===== src/ground_plane_projection_mapper_unit_macros.svh =====
// Assertion macros for the ground plane projection mapper.
// Included by the modules that check their own logic; no other dependencies.
`ifndef GROUND_PLANE_PROJECTION_MAPPER_UNIT_MACROS_SVH
`define GROUND_PLANE_PROJECTION_MAPPER_UNIT_MACROS_SVH

// Consequence must hold in the same cycle as the antecedent.
`define GPPM_ASSERT_IMPL(label, clk, rst_n, ante, cons, msg) \
  label: assert property (@(posedge clk) disable iff (!rst_n) (ante) |-> (cons)) \
    else $error(msg);

// Consequence must hold in the cycle after the antecedent.
`define GPPM_ASSERT_NEXT(label, clk, rst_n, ante, cons, msg) \
  label: assert property (@(posedge clk) disable iff (!rst_n) (ante) |=> (cons)) \
    else $error(msg);

`endif


===== src/gppm_pkg.sv =====
// Shared constants and types for the ground plane projection mapper.
// No dependencies; used by the division cell and the top level.
package gppm_pkg;

  // Default bird's-eye output resolution.
  localparam int unsigned OUT_RES_DEFAULT = 800;

  // Quotient bits per division: one overflow bit and twelve result bits.
  localparam int unsigned QUOT_W = 13;

  // Numerator width for the default resolution.
  localparam int unsigned NUM_W_DEFAULT = 51;

  // Width of the grid times span products.
  localparam int unsigned GRID_PROD_W = 28;

  // Output column mirror mode.
  localparam logic MODE_MIRROR = 1'b1;

  // Register reset values.
  localparam logic signed [15:0] PITCH_COS_RESET = -16'sd10027;
  localparam logic signed [15:0] PITCH_SIN_RESET = 16'sd31189;
  localparam logic [11:0] FOCAL_SCALE_RESET = 12'd1000;
  localparam logic [12:0] IMAGE_WIDTH_RESET = 13'd640;
  localparam logic [12:0] IMAGE_HEIGHT_RESET = 13'd480;
  localparam logic [15:0] GROUND_SPAN_X_RESET = 16'd30720;
  localparam logic [15:0] GROUND_SPAN_Y_RESET = 16'd30720;
  localparam logic [11:0] MOUNT_HEIGHT_RESET = 12'd448;

  // Register map, word index.
  typedef enum logic [2:0] {
    REG_PITCH_COS    = 3'd0,
    REG_PITCH_SIN    = 3'd1,
    REG_FOCAL_SCALE  = 3'd2,
    REG_IMAGE_WIDTH  = 3'd3,
    REG_IMAGE_HEIGHT = 3'd4,
    REG_SPAN_X       = 3'd5,
    REG_SPAN_Y       = 3'd6,
    REG_MOUNT_HEIGHT = 3'd7
  } gppm_reg_e;

endpackage


===== src/gppm_div_cell.sv =====
// One restoring division step: a cell of the perspective divide chain.
// Depends on gppm_pkg for its default widths.
module gppm_div_cell #(
  parameter int unsigned NumW  = gppm_pkg::NUM_W_DEFAULT,
  parameter int unsigned QuotW = gppm_pkg::QUOT_W
) (
  input  logic             clk_i,
  input  logic             en_i,
  input  logic [NumW-1:0]  rem_i,
  input  logic [NumW-1:0]  div_i,
  input  logic [QuotW-1:0] quot_i,
  output logic [NumW-1:0]  rem_o,
  output logic [NumW-1:0]  div_o,
  output logic [QuotW-1:0] quot_o
);
  import gppm_pkg::*;

  logic             fits;
  logic [NumW-1:0]  rem_d, rem_q;
  logic [NumW-1:0]  div_d, div_q;
  logic [QuotW-1:0] quot_d, quot_q;

  // Trial subtraction; the divisor halves for the next cell.
  always_comb begin
    fits   = rem_i >= div_i;
    rem_d  = fits ? rem_i - div_i : rem_i;
    div_d  = div_i >> 1;
    quot_d = {quot_i[QuotW-2:0], fits};
  end

  // Hand the partial result on to the neighbouring cell.
  always_ff @(posedge clk_i) begin
    if (en_i) begin
      rem_q  <= rem_d;
      div_q  <= div_d;
      quot_q <= quot_d;
    end
  end

  assign rem_o  = rem_q;
  assign div_o  = div_q;
  assign quot_o = quot_q;

endmodule


===== config.mk =====
export PLATFORM = sky130hd
export DESIGN_NAME = gppm_div_cell
export DESIGN_NICKNAME = d
export VERILOG_FILES = /design/src/ground_plane_projection_mapper_unit_macros.svh /design/src/gppm_pkg.sv /design/src/gppm_div_cell.sv
export SDC_FILE = /design/constraint.sdc
export NUM_CORES = 1
export LEC_CHECK = 0
export BUFFER_PORTS_ARGS = -buffer_cell sky130_fd_sc_hd__buf_2
export CORE_MARGIN = 2
export CORE_UTILIZATION = 40
export CTS_BUF_LIST = sky130_fd_sc_hd__clkbuf_8 sky130_fd_sc_hd__clkbuf_16
export DETAILED_ROUTE_END_ITERATION = 10
export PLACE_DENSITY = 0.68
export SETUP_SLACK_MARGIN = 0.5
export SKIP_CTS_REPAIR_TIMING = 1
export SLEW_MARGIN = 30
export SYNTH_ARGS = -nofsm -noshare
export SYNTH_HDL_FRONTEND = slang
export SYNTH_SLANG_ARGS = --single-unit

===== constraint.sdc =====
create_clock -name clk_i -period 3.9 [get_ports clk_i]
set_input_delay 0.975 -clock clk_i [delete_from_list [all_inputs] [get_ports clk_i]]
set_output_delay 0.975 -clock clk_i [all_outputs]
set_load 0.02 [all_outputs]

==> results of run 1 <==
placed cells by master (no fill, tap or decap), types with 6 or more instances in the layout:
cell type    n
o21ai_1     20
nand2_1     89
xor2_1      23
inv_1       63
nand3_1     10
clkbuf_16   17
nand4_1     10
a21o_1      31
nand2b_1     6
ha_1        44
and3_1      12
o21ai_0     53
nor3_1       6
a21oi_2      7
a31oi_1      9
ha_4         6
nor2_1      24
buf_4       40
xnor2_1     26
a21oi_1     55
buf_2      227
edfxtp_1   114
o21bai_1    14
critical path: stages:
cell	delay (ps)
buf_6	100
inv_4	40
ha_4	140
inv_4	40
fa_2	390
a211oi_2	190
o21bai_1	110
a21oi_2	240
o21ai_2	110
a211o_1	310
a31oi_2	190
buf_6	150
o41ai_4	80
o22ai_1	160
xor2_1	180
o21ai_1	90
sequential cells by signal (all words and copies together), names as in the netlist:
register and count:
rem_o 51, div_o 50, quot_o 13
cells by family after synthesis:
group | synth area share (%)
mux | 0.470
compound gates | 20.0
xor+xnor | 5.97
fa+ha+maj | 9.15
buf+inv | 5.57
other cells | 0.0521
flops | 47.6
simple gates | 11.2
layer usage:
layer  share of wire (%)  vias up
met5               0.068        -
met4                 2.0        2
met3                 6.0       21
met2                  48      193
met1                  44     2914
li1                    -     3142
area by class of cell:
class	instances	area [um2]	share of cell area [%]
Clock buffer	17	425	4.40
Sequential cell	114	3420	35.4
Tap cell	229	287	2.96
Multi-Input combinational cell	512	3590	37.1
Inverter	65	249	2.57
Timing Repair Buffer	273	1540	15.9
Clock inverter	15	166	1.72
final timing paths:
path	from	to	slack (ps)
setup / recovery	rem_i[0]	rem_o[48]	570
hold / removal	quot_i[2]	quot_o[3]	730
through the flow:
stage	cell area (um2)	setup WS, ps	power [mW]	hold slack [ps]	utilization, %
finish	9680	571	4.29	732	54.4
global route	9680	418	4.49	714	54.4
CTS	9480	462	4.29	718	53.3
detailed placement	8890	9.71	2.70	1150	50.0
global placement	8890	59.5	2.68	1150	50.0
floorplan	7300	508	2.30	1070	-
power by group through the flow:
stage	clock network, mW	logic [mW]	registers, mW
floorplan	0	0.552	1.75
global placement	0	1.12	1.56
detailed placement	0	1.13	1.57
CTS	1.61	1.14	1.54
global route	1.65	1.28	1.55
finish	1.57	1.18	1.54
==> impl_metrics.tcl, run 1 <==
set metrics [dict create \
    finalNonFillerCells 1225 \
    area_growth_syn_to_layout_pct 34.5 \
    hp-class "in -> reg" \
    cp.required_ps 4060 \
    antenna_cells 0 \
    finalSetupTns_ps 0 \
    synthTopCellsByCount "edfxtp_1, nand2_1, inv_1, a21oi_1, o21ai_0" \
    dr.pass1.iters 6 \
    synthCells 721 \
    detail-route-antenna-nets 0 \
    ys_seq_area_share_pct 47.6 \
    drt-vias-per-instance 5.12 \
    synth_most_common_cell "edfxtp_1" \
    switchingPower_mw 1.31 \
    drc 0 \
    hold_viol_final 0 \
    clockPowerShare_pct 36.7 \
    cts_tree "yes" \
    avgSynthCellArea_um2 9.98 \
    rows 49 \
    ys_types 60 \
    grt_pass1_wl_um 30600 \
    fp.dieW_um 138 \
    clockRootBuffer "clkbuf_16" \
    core_um2 17800 \
    end_kind "flip-flop" \
    crit_type "in -> reg" \
    initial_core_util_pct 40.5 \
    p_leak_nw 4.43 \
    power_density_nw_per_um2 443 \
    grt_pass1_vias 6207 \
    drive_gt1_share_pct 35.0 \
    synth_largest_area_cell "edfxtp_1" \
    rsz0062_at_grt "true" \
    ys_top_cells_by_area "edfxtp_1, ha_1, nand2_1" \
    dp_cells 1187 \
    synth-edff-count 114 \
    combPwrFrac_pct 27.4 \
    use_met2_pct 32.3 \
    dpl.hpwl_um 14700 \
    hold_path_depth 1 \
    synth_top_area_share_pct 47.6 \
    synth.net_count 890 \
    syn-cell-area_um2 7190 \
    grt_util_met1_pct 25.9 \
    internal_power_mw 2.98 \
    drtIter0Drc 357 \
    start_kind "input port" \
    die_h_um 138 \
    clock-sinks 114 \
    wl_um 19100 \
    grt.busiest_layer "met2" \
    tightestPinTransition_ps 722 \
    ios 232 \
    swShare_pct 30.6 \
    gp_congestion 0.902 \
    p_seq_share_pct 35.9 \
    synth-seq-cells 114 \
    globalRouteTotalUtil_pct 19.7 \
    vias 6272 \
    nNetsFinal 1152 \
    clock_path_buffers 2 \
    fillerInstances 1627 \
    status "finished, final reports clean" \
    routedWlPerCell_um 15.6 \
    async_reset_ff_share_pct 0 \
    grt_max_degree 64 \
    met3_usage_pct 4.81 \
    grt_overflow 0 \
    drv_slew 0 \
    ir_drop_mv 0.313 \
    relSlewSlack_pct 51.9 \
    die-area_um2 19100 \
    arrival_ps 3490 \
    fin_crit_sh_pct 85.4 \
    clkSlewWorstSetupHoldPaths_ps 60 \
    yosys_warnings 0 \
    max_clock_freq_mhz 300 \
    numCtsBuffers 17 \
    synth-main-ff-cell "edfxtp_1" \
    crit_fanout 3 \
    htree_levels 4 \
    antenna_found_initial 1 \
    setup-violations-final 0 \
    cap_viol_max_count 0 \
    finalCriticalPeriod_ps 3330 \
    portBuffers 229 \
]
No activity file was read; power rests on OpenSTA's default activity.
==> run 2: changes to the inputs <==
--- a/config.mk
+++ b/config.mk
@@ -7,10 +7,10 @@
 export LEC_CHECK = 0
 export BUFFER_PORTS_ARGS = -buffer_cell sky130_fd_sc_hd__buf_2
 export CORE_MARGIN = 2
-export CORE_UTILIZATION = 40
+export CORE_UTILIZATION = 52
 export CTS_BUF_LIST = sky130_fd_sc_hd__clkbuf_8 sky130_fd_sc_hd__clkbuf_16
 export DETAILED_ROUTE_END_ITERATION = 10
-export PLACE_DENSITY = 0.68
+export PLACE_DENSITY = 0.84
 export SETUP_SLACK_MARGIN = 0.5
 export SKIP_CTS_REPAIR_TIMING = 1
 export SLEW_MARGIN = 30
==> run 2 against run 1 <==
Net effect: critical path depth down 2; worst hold slack better by 2.1 ps; power decreased by 1.4%; non-clock buffer count down 8; fmax fell by 0.50%; via count grew 1.5%; critical endpoint is now rem_o[50]; largest cell class unchanged; highest routed layer is now met4.
==> impl_metrics.tcl, run 2 (synthesis results as in run 1) <==
set metrics [dict create \
    status "finished, final reports clean" \
    gp_congestion 0.891 \
    finalSetupTns_ps 0 \
    largest_reg_flops 51 \
    tightestPinTransition_ps 619 \
    power_density_nw_per_um2 443 \
    hp-class "in -> reg" \
    core_um2 13400 \
    finalCriticalPeriod_ps 3350 \
    antenna_found_initial 1 \
    hold_viol_final 0 \
    dpl_cell_area_um2 8730 \
    layout_commonest_cell "buf_2" \
    globalRouteTotalUtil_pct 25.3 \
    drv_slew 0 \
    grt_max_degree 69 \
    vias 6365 \
    die-area_um2 14800 \
    wl_met3_um 1380 \
    multi_input_area_um2 3590 \
    drc 0 \
    grt_pass1_vias 6116 \
    arrival_ps 3500 \
    drt-vias-per-instance 5.47 \
    clock_path_buffers 2 \
    register_area_um2 3420 \
    start_kind "input port" \
    portBuffers 229 \
    clock-sinks 114 \
    cp.required_ps 4060 \
    rsz0062_at_grt "true" \
    critPathMaxStageDelay_ps 440 \
    area_growth_syn_to_layout_pct 32.7 \
    die_h_um 122 \
    p_leak_nw 4.36 \
    htree_levels 4 \
    end_kind "flip-flop" \
    dpl.hpwl_um 14300 \
    drtIter0Drc 419 \
    maxUsedRoutingLayer "met4" \
    setup-violations-final 0 \
    numCtsBuffers 17 \
    drive_gt1_share_pct 35.1 \
    crit_type "in -> reg" \
    dr_wl_met2_um 9240 \
    ios 232 \
    max_clock_freq_mhz 299 \
    mostFrequentLayoutCells "buf_2, edfxtp_1, nand2_1, inv_1, o21ai_0" \
    grt_overflow 0 \
    fp.dieW_um 122 \
    crit_path_cell_trace "buf_2 > inv_1 > ha_1 > buf_4 > and3_1 > and3_2 > a31oi_1 > nand2_1 > a31oi_4 > o21ai_4 > a41oi_2 > o41a_1 > xnor2_1 > o21ai_1" \
    rows 42 \
    cts_tree "yes" \
    ir_drop_mv 0.286 \
    dr.pass1.iters 8 \
    crit_fanout 6 \
    relSlewSlack_pct 58.7 \
    nNetsFinal 1144 \
    detail-route-antenna-nets 0 \
    wl_um 18900 \
    routedWlPerCell_um 16.2 \
    clkSlewWorstSetupHoldPaths_ps 50 \
    path_buf_inv 3 \
    cpMaxStageDelayCell "o41a_1" \
    grt_pass1_wl_um 29100 \
    fillerInstances 995 \
    clockRootBuffer "clkbuf_16" \
    critPathTopFamily "compound AO/OA/AOI/OAI gates" \
    met1Wirelength_um 7850 \
    fin_area_um2 9550 \
    cap_viol_max_count 0 \
    initial_core_util_pct 53.7 \
    fin_crit_sh_pct 85.8 \
    fin_util_pct 71.3 \
]
[run 2: power breakdown]
part	total, mW	internal, mW	switching [mW]
registers	1.54	1.51	0.0284
clock network	1.51	0.983	0.531
logic	1.17	0.461	0.713
total	4.23	2.96	1.27
[run 2: final timing paths]
kind	start	to	slack (ps)	depth (start not counted)
max	div_i[17]	rem_o[50]	550	14
min	quot_i[6]	quot_o[7]	730	1
[run 2: metal layers]
metal | track usage (%) | vias up
met4 | 8.69 | 0
li1 | - | 3129
met2 | 43.2 | 262
met5 | 0 | -
met1 | 31.2 | 2929
met3 | 6.51 | 45
[run 2: per-stage QoR]
step | setup WS (ps) | instances | power, mW | hold WS [ps]
2_1_floorplan | 508 | 721 | 2.30 | 1070
6_report | 554 | 1164 | 4.23 | 734
3_5_place_dp | 28.6 | 1122 | 2.67 | 1150
4_1_cts | 450 | 1153 | 4.18 | 718
3_3_place_gp | 57.0 | 1122 | 2.64 | 1150
5_1_grt | 416 | 1164 | 4.42 | 722
[run 2: cell type report]
class,count,share of cell area [%]
Tap cell,176,2.31
Clock inverter,14,1.53
Inverter,65,2.55
Timing Repair Buffer,265,15.7
Multi-Input combinational cell,512,37.6
Sequential cell,114,35.8
Antenna cell,1,0.0262
Clock buffer,17,4.45
==> run 3: changes to the inputs <==
==> constraint.sdc (replaced) <==
create_clock -name clk_i -period 3.9 [get_ports clk_i]
set_input_delay 0.78 -clock clk_i [delete_from_list [all_inputs] [get_ports clk_i]]
set_output_delay 0.78 -clock clk_i [all_outputs]
set_load 0.02 [all_outputs]
==> run 3 against run 2 <==
Net effect: non-clock buffer count fell by 12; fmax rose by 1.1%; sequential power barely moved.
==> impl_metrics.tcl, run 3 (synthesis results as in run 1) <==
set metrics [dict create \
    p_leak_nw 4.30 \
    numCtsBuffers 17 \
    grt_max_degree 61 \
    rows 42 \
    start_kind "input port" \
    clkSlewWorstSetupHoldPaths_ps 60 \
    initial_core_util_pct 53.7 \
    grt_pass1_vias 6028 \
    drc 0 \
    drt-vias-per-instance 5.46 \
    critPathMaxStageDelay_ps 380 \
    status "finished, final reports clean" \
    die_h_um 122 \
    crit_path_cell_trace "buf_2 > inv_1 > ha_1 > nand3_1 > o21bai_1 > a21oi_1 > o2111ai_1 > o211ai_2 > a21oi_4 > o21ai_2 > a31oi_4 > buf_12 > buf_8 > nand2_1 > o21ai_0" \
    hold_viol_final 0 \
    mostFrequentLayoutCells "buf_2, edfxtp_1, nand2_1, inv_1, o21ai_0" \
    core_um2 13400 \
    arrival_ps 3460 \
    combPwrFrac_pct 25.7 \
    tightestPinTransition_ps 798 \
    clock-sinks 114 \
    ios 232 \
    drv_slew 0 \
    drtIter0Drc 497 \
    fin_util_pct 69.8 \
    finalCriticalPeriod_ps 3310 \
    internal_power_mw 3.06 \
    htree_levels 4 \
    crit_fanout 35 \
    multi_input_area_um2 3450 \
    cp.required_ps 4050 \
    dpl.hpwl_um 14200 \
    vias 6298 \
    wl_um 18900 \
    holdWs_ps 528 \
    fin_area_um2 9350 \
    cts_tree "yes" \
    p_seq_share_pct 35.4 \
    fp.dieW_um 122 \
    detail-route-antenna-nets 0 \
    dr.pass1.iters 5 \
    area_growth_syn_to_layout_pct 29.9 \
    max_clock_freq_mhz 302 \
    register_area_um2 3420 \
    layout_commonest_cell "buf_2" \
    globalRouteTotalUtil_pct 25.5 \
    finalSetupTns_ps 0 \
    routedWlPerCell_um 16.4 \
    hp-class "in -> reg" \
    cpMaxStageDelayCell "ha_1" \
    clock_path_buffers 2 \
    rsz0062_at_grt "true" \
    dpl_cell_area_um2 8600 \
    die-area_um2 14800 \
    drive_gt1_share_pct 32.2 \
    swShare_pct 29.8 \
    largest_reg_flops 51 \
    cap_viol_max_count 0 \
    nNetsFinal 1132 \
    clockRootBuffer "clkbuf_16" \
    fillerInstances 1039 \
    crit_type "in -> reg" \
    grt_overflow 0 \
    setup-violations-final 0 \
    power_density_nw_per_um2 467 \
    antenna_found_initial 2 \
    portBuffers 229 \
    relSlewSlack_pct 46.8 \
    ir_drop_mv 0.239 \
    end_kind "flip-flop" \
    gp_congestion 0.891 \
    fin_crit_sh_pct 84.9 \
    switchingPower_mw 1.30 \
    clockPowerShare_pct 39.0 \
    grt_pass1_wl_um 29300 \
]
[run 3: cell count changes in the layout (fill, tap and decap cells not counted), sizes merged]
cell and change:
clkinvlp +2, buf -11, diode +1, bufinv +2
inv +1, clkbuf -1, clkinv -4
[run 3: critical path: cells and delay by family]
family | cells | cell delay [ps]
compound gates | 8 | 1520
buf+inv | 4 | 500
fa+ha+maj | 1 | 380
simple gates | 2 | 240
[run 3: worst paths after layout]
path,startpoint,to,depth (start not counted)
worst max-delay path,div_i[2],rem_o[16],15
worst min-delay path,quot_i[4],quot_o[5],1
[run 3: power groups by stage]
stage / combinational [mW] / clock (mW) / sequential [mW]
floorplan: 0.533 / 0 / 1.75
global placement: 1.06 / 0 / 1.56
detailed placement: 1.08 / 0 / 1.57
CTS: 1.09 / 1.71 / 1.54
global route: 1.22 / 1.77 / 1.55
finish: 1.12 / 1.70 / 1.54
[run 3: layout make-up]
class | instances | area share [%]
clock inverters | 15 | 2.29
well taps | 176 | 2.36
clock buffers | 17 | 4.55
repair buffers | 253 | 14.6
diodes | 2 | 0.0535
flip-flops and latches | 114 | 36.6
inverters | 65 | 2.61
multi-input cells | 512 | 36.9
[run 3: per-layer routing]
layer / GRT usage (%) / part of all wire (%) / wire length, um
met4: 9.55 / 2.2 / 410
met5: 0 / 0 / 0
met1: 31.2 / 40 / 7620
met3: 6.04 / 6.8 / 1290
met2: 43.9 / 51 / 9550
[run 3: stage by stage]
step           total power, mW  worst slack (ps)  std cells
2_1_floorplan             2.28               541        721
3_3_place_gp              2.62               170       1117
3_5_place_dp              2.64              96.8       1117
4_1_cts                   4.35               508       1149
5_1_grt                   4.54               469       1153
6_report                  4.36               589       1154
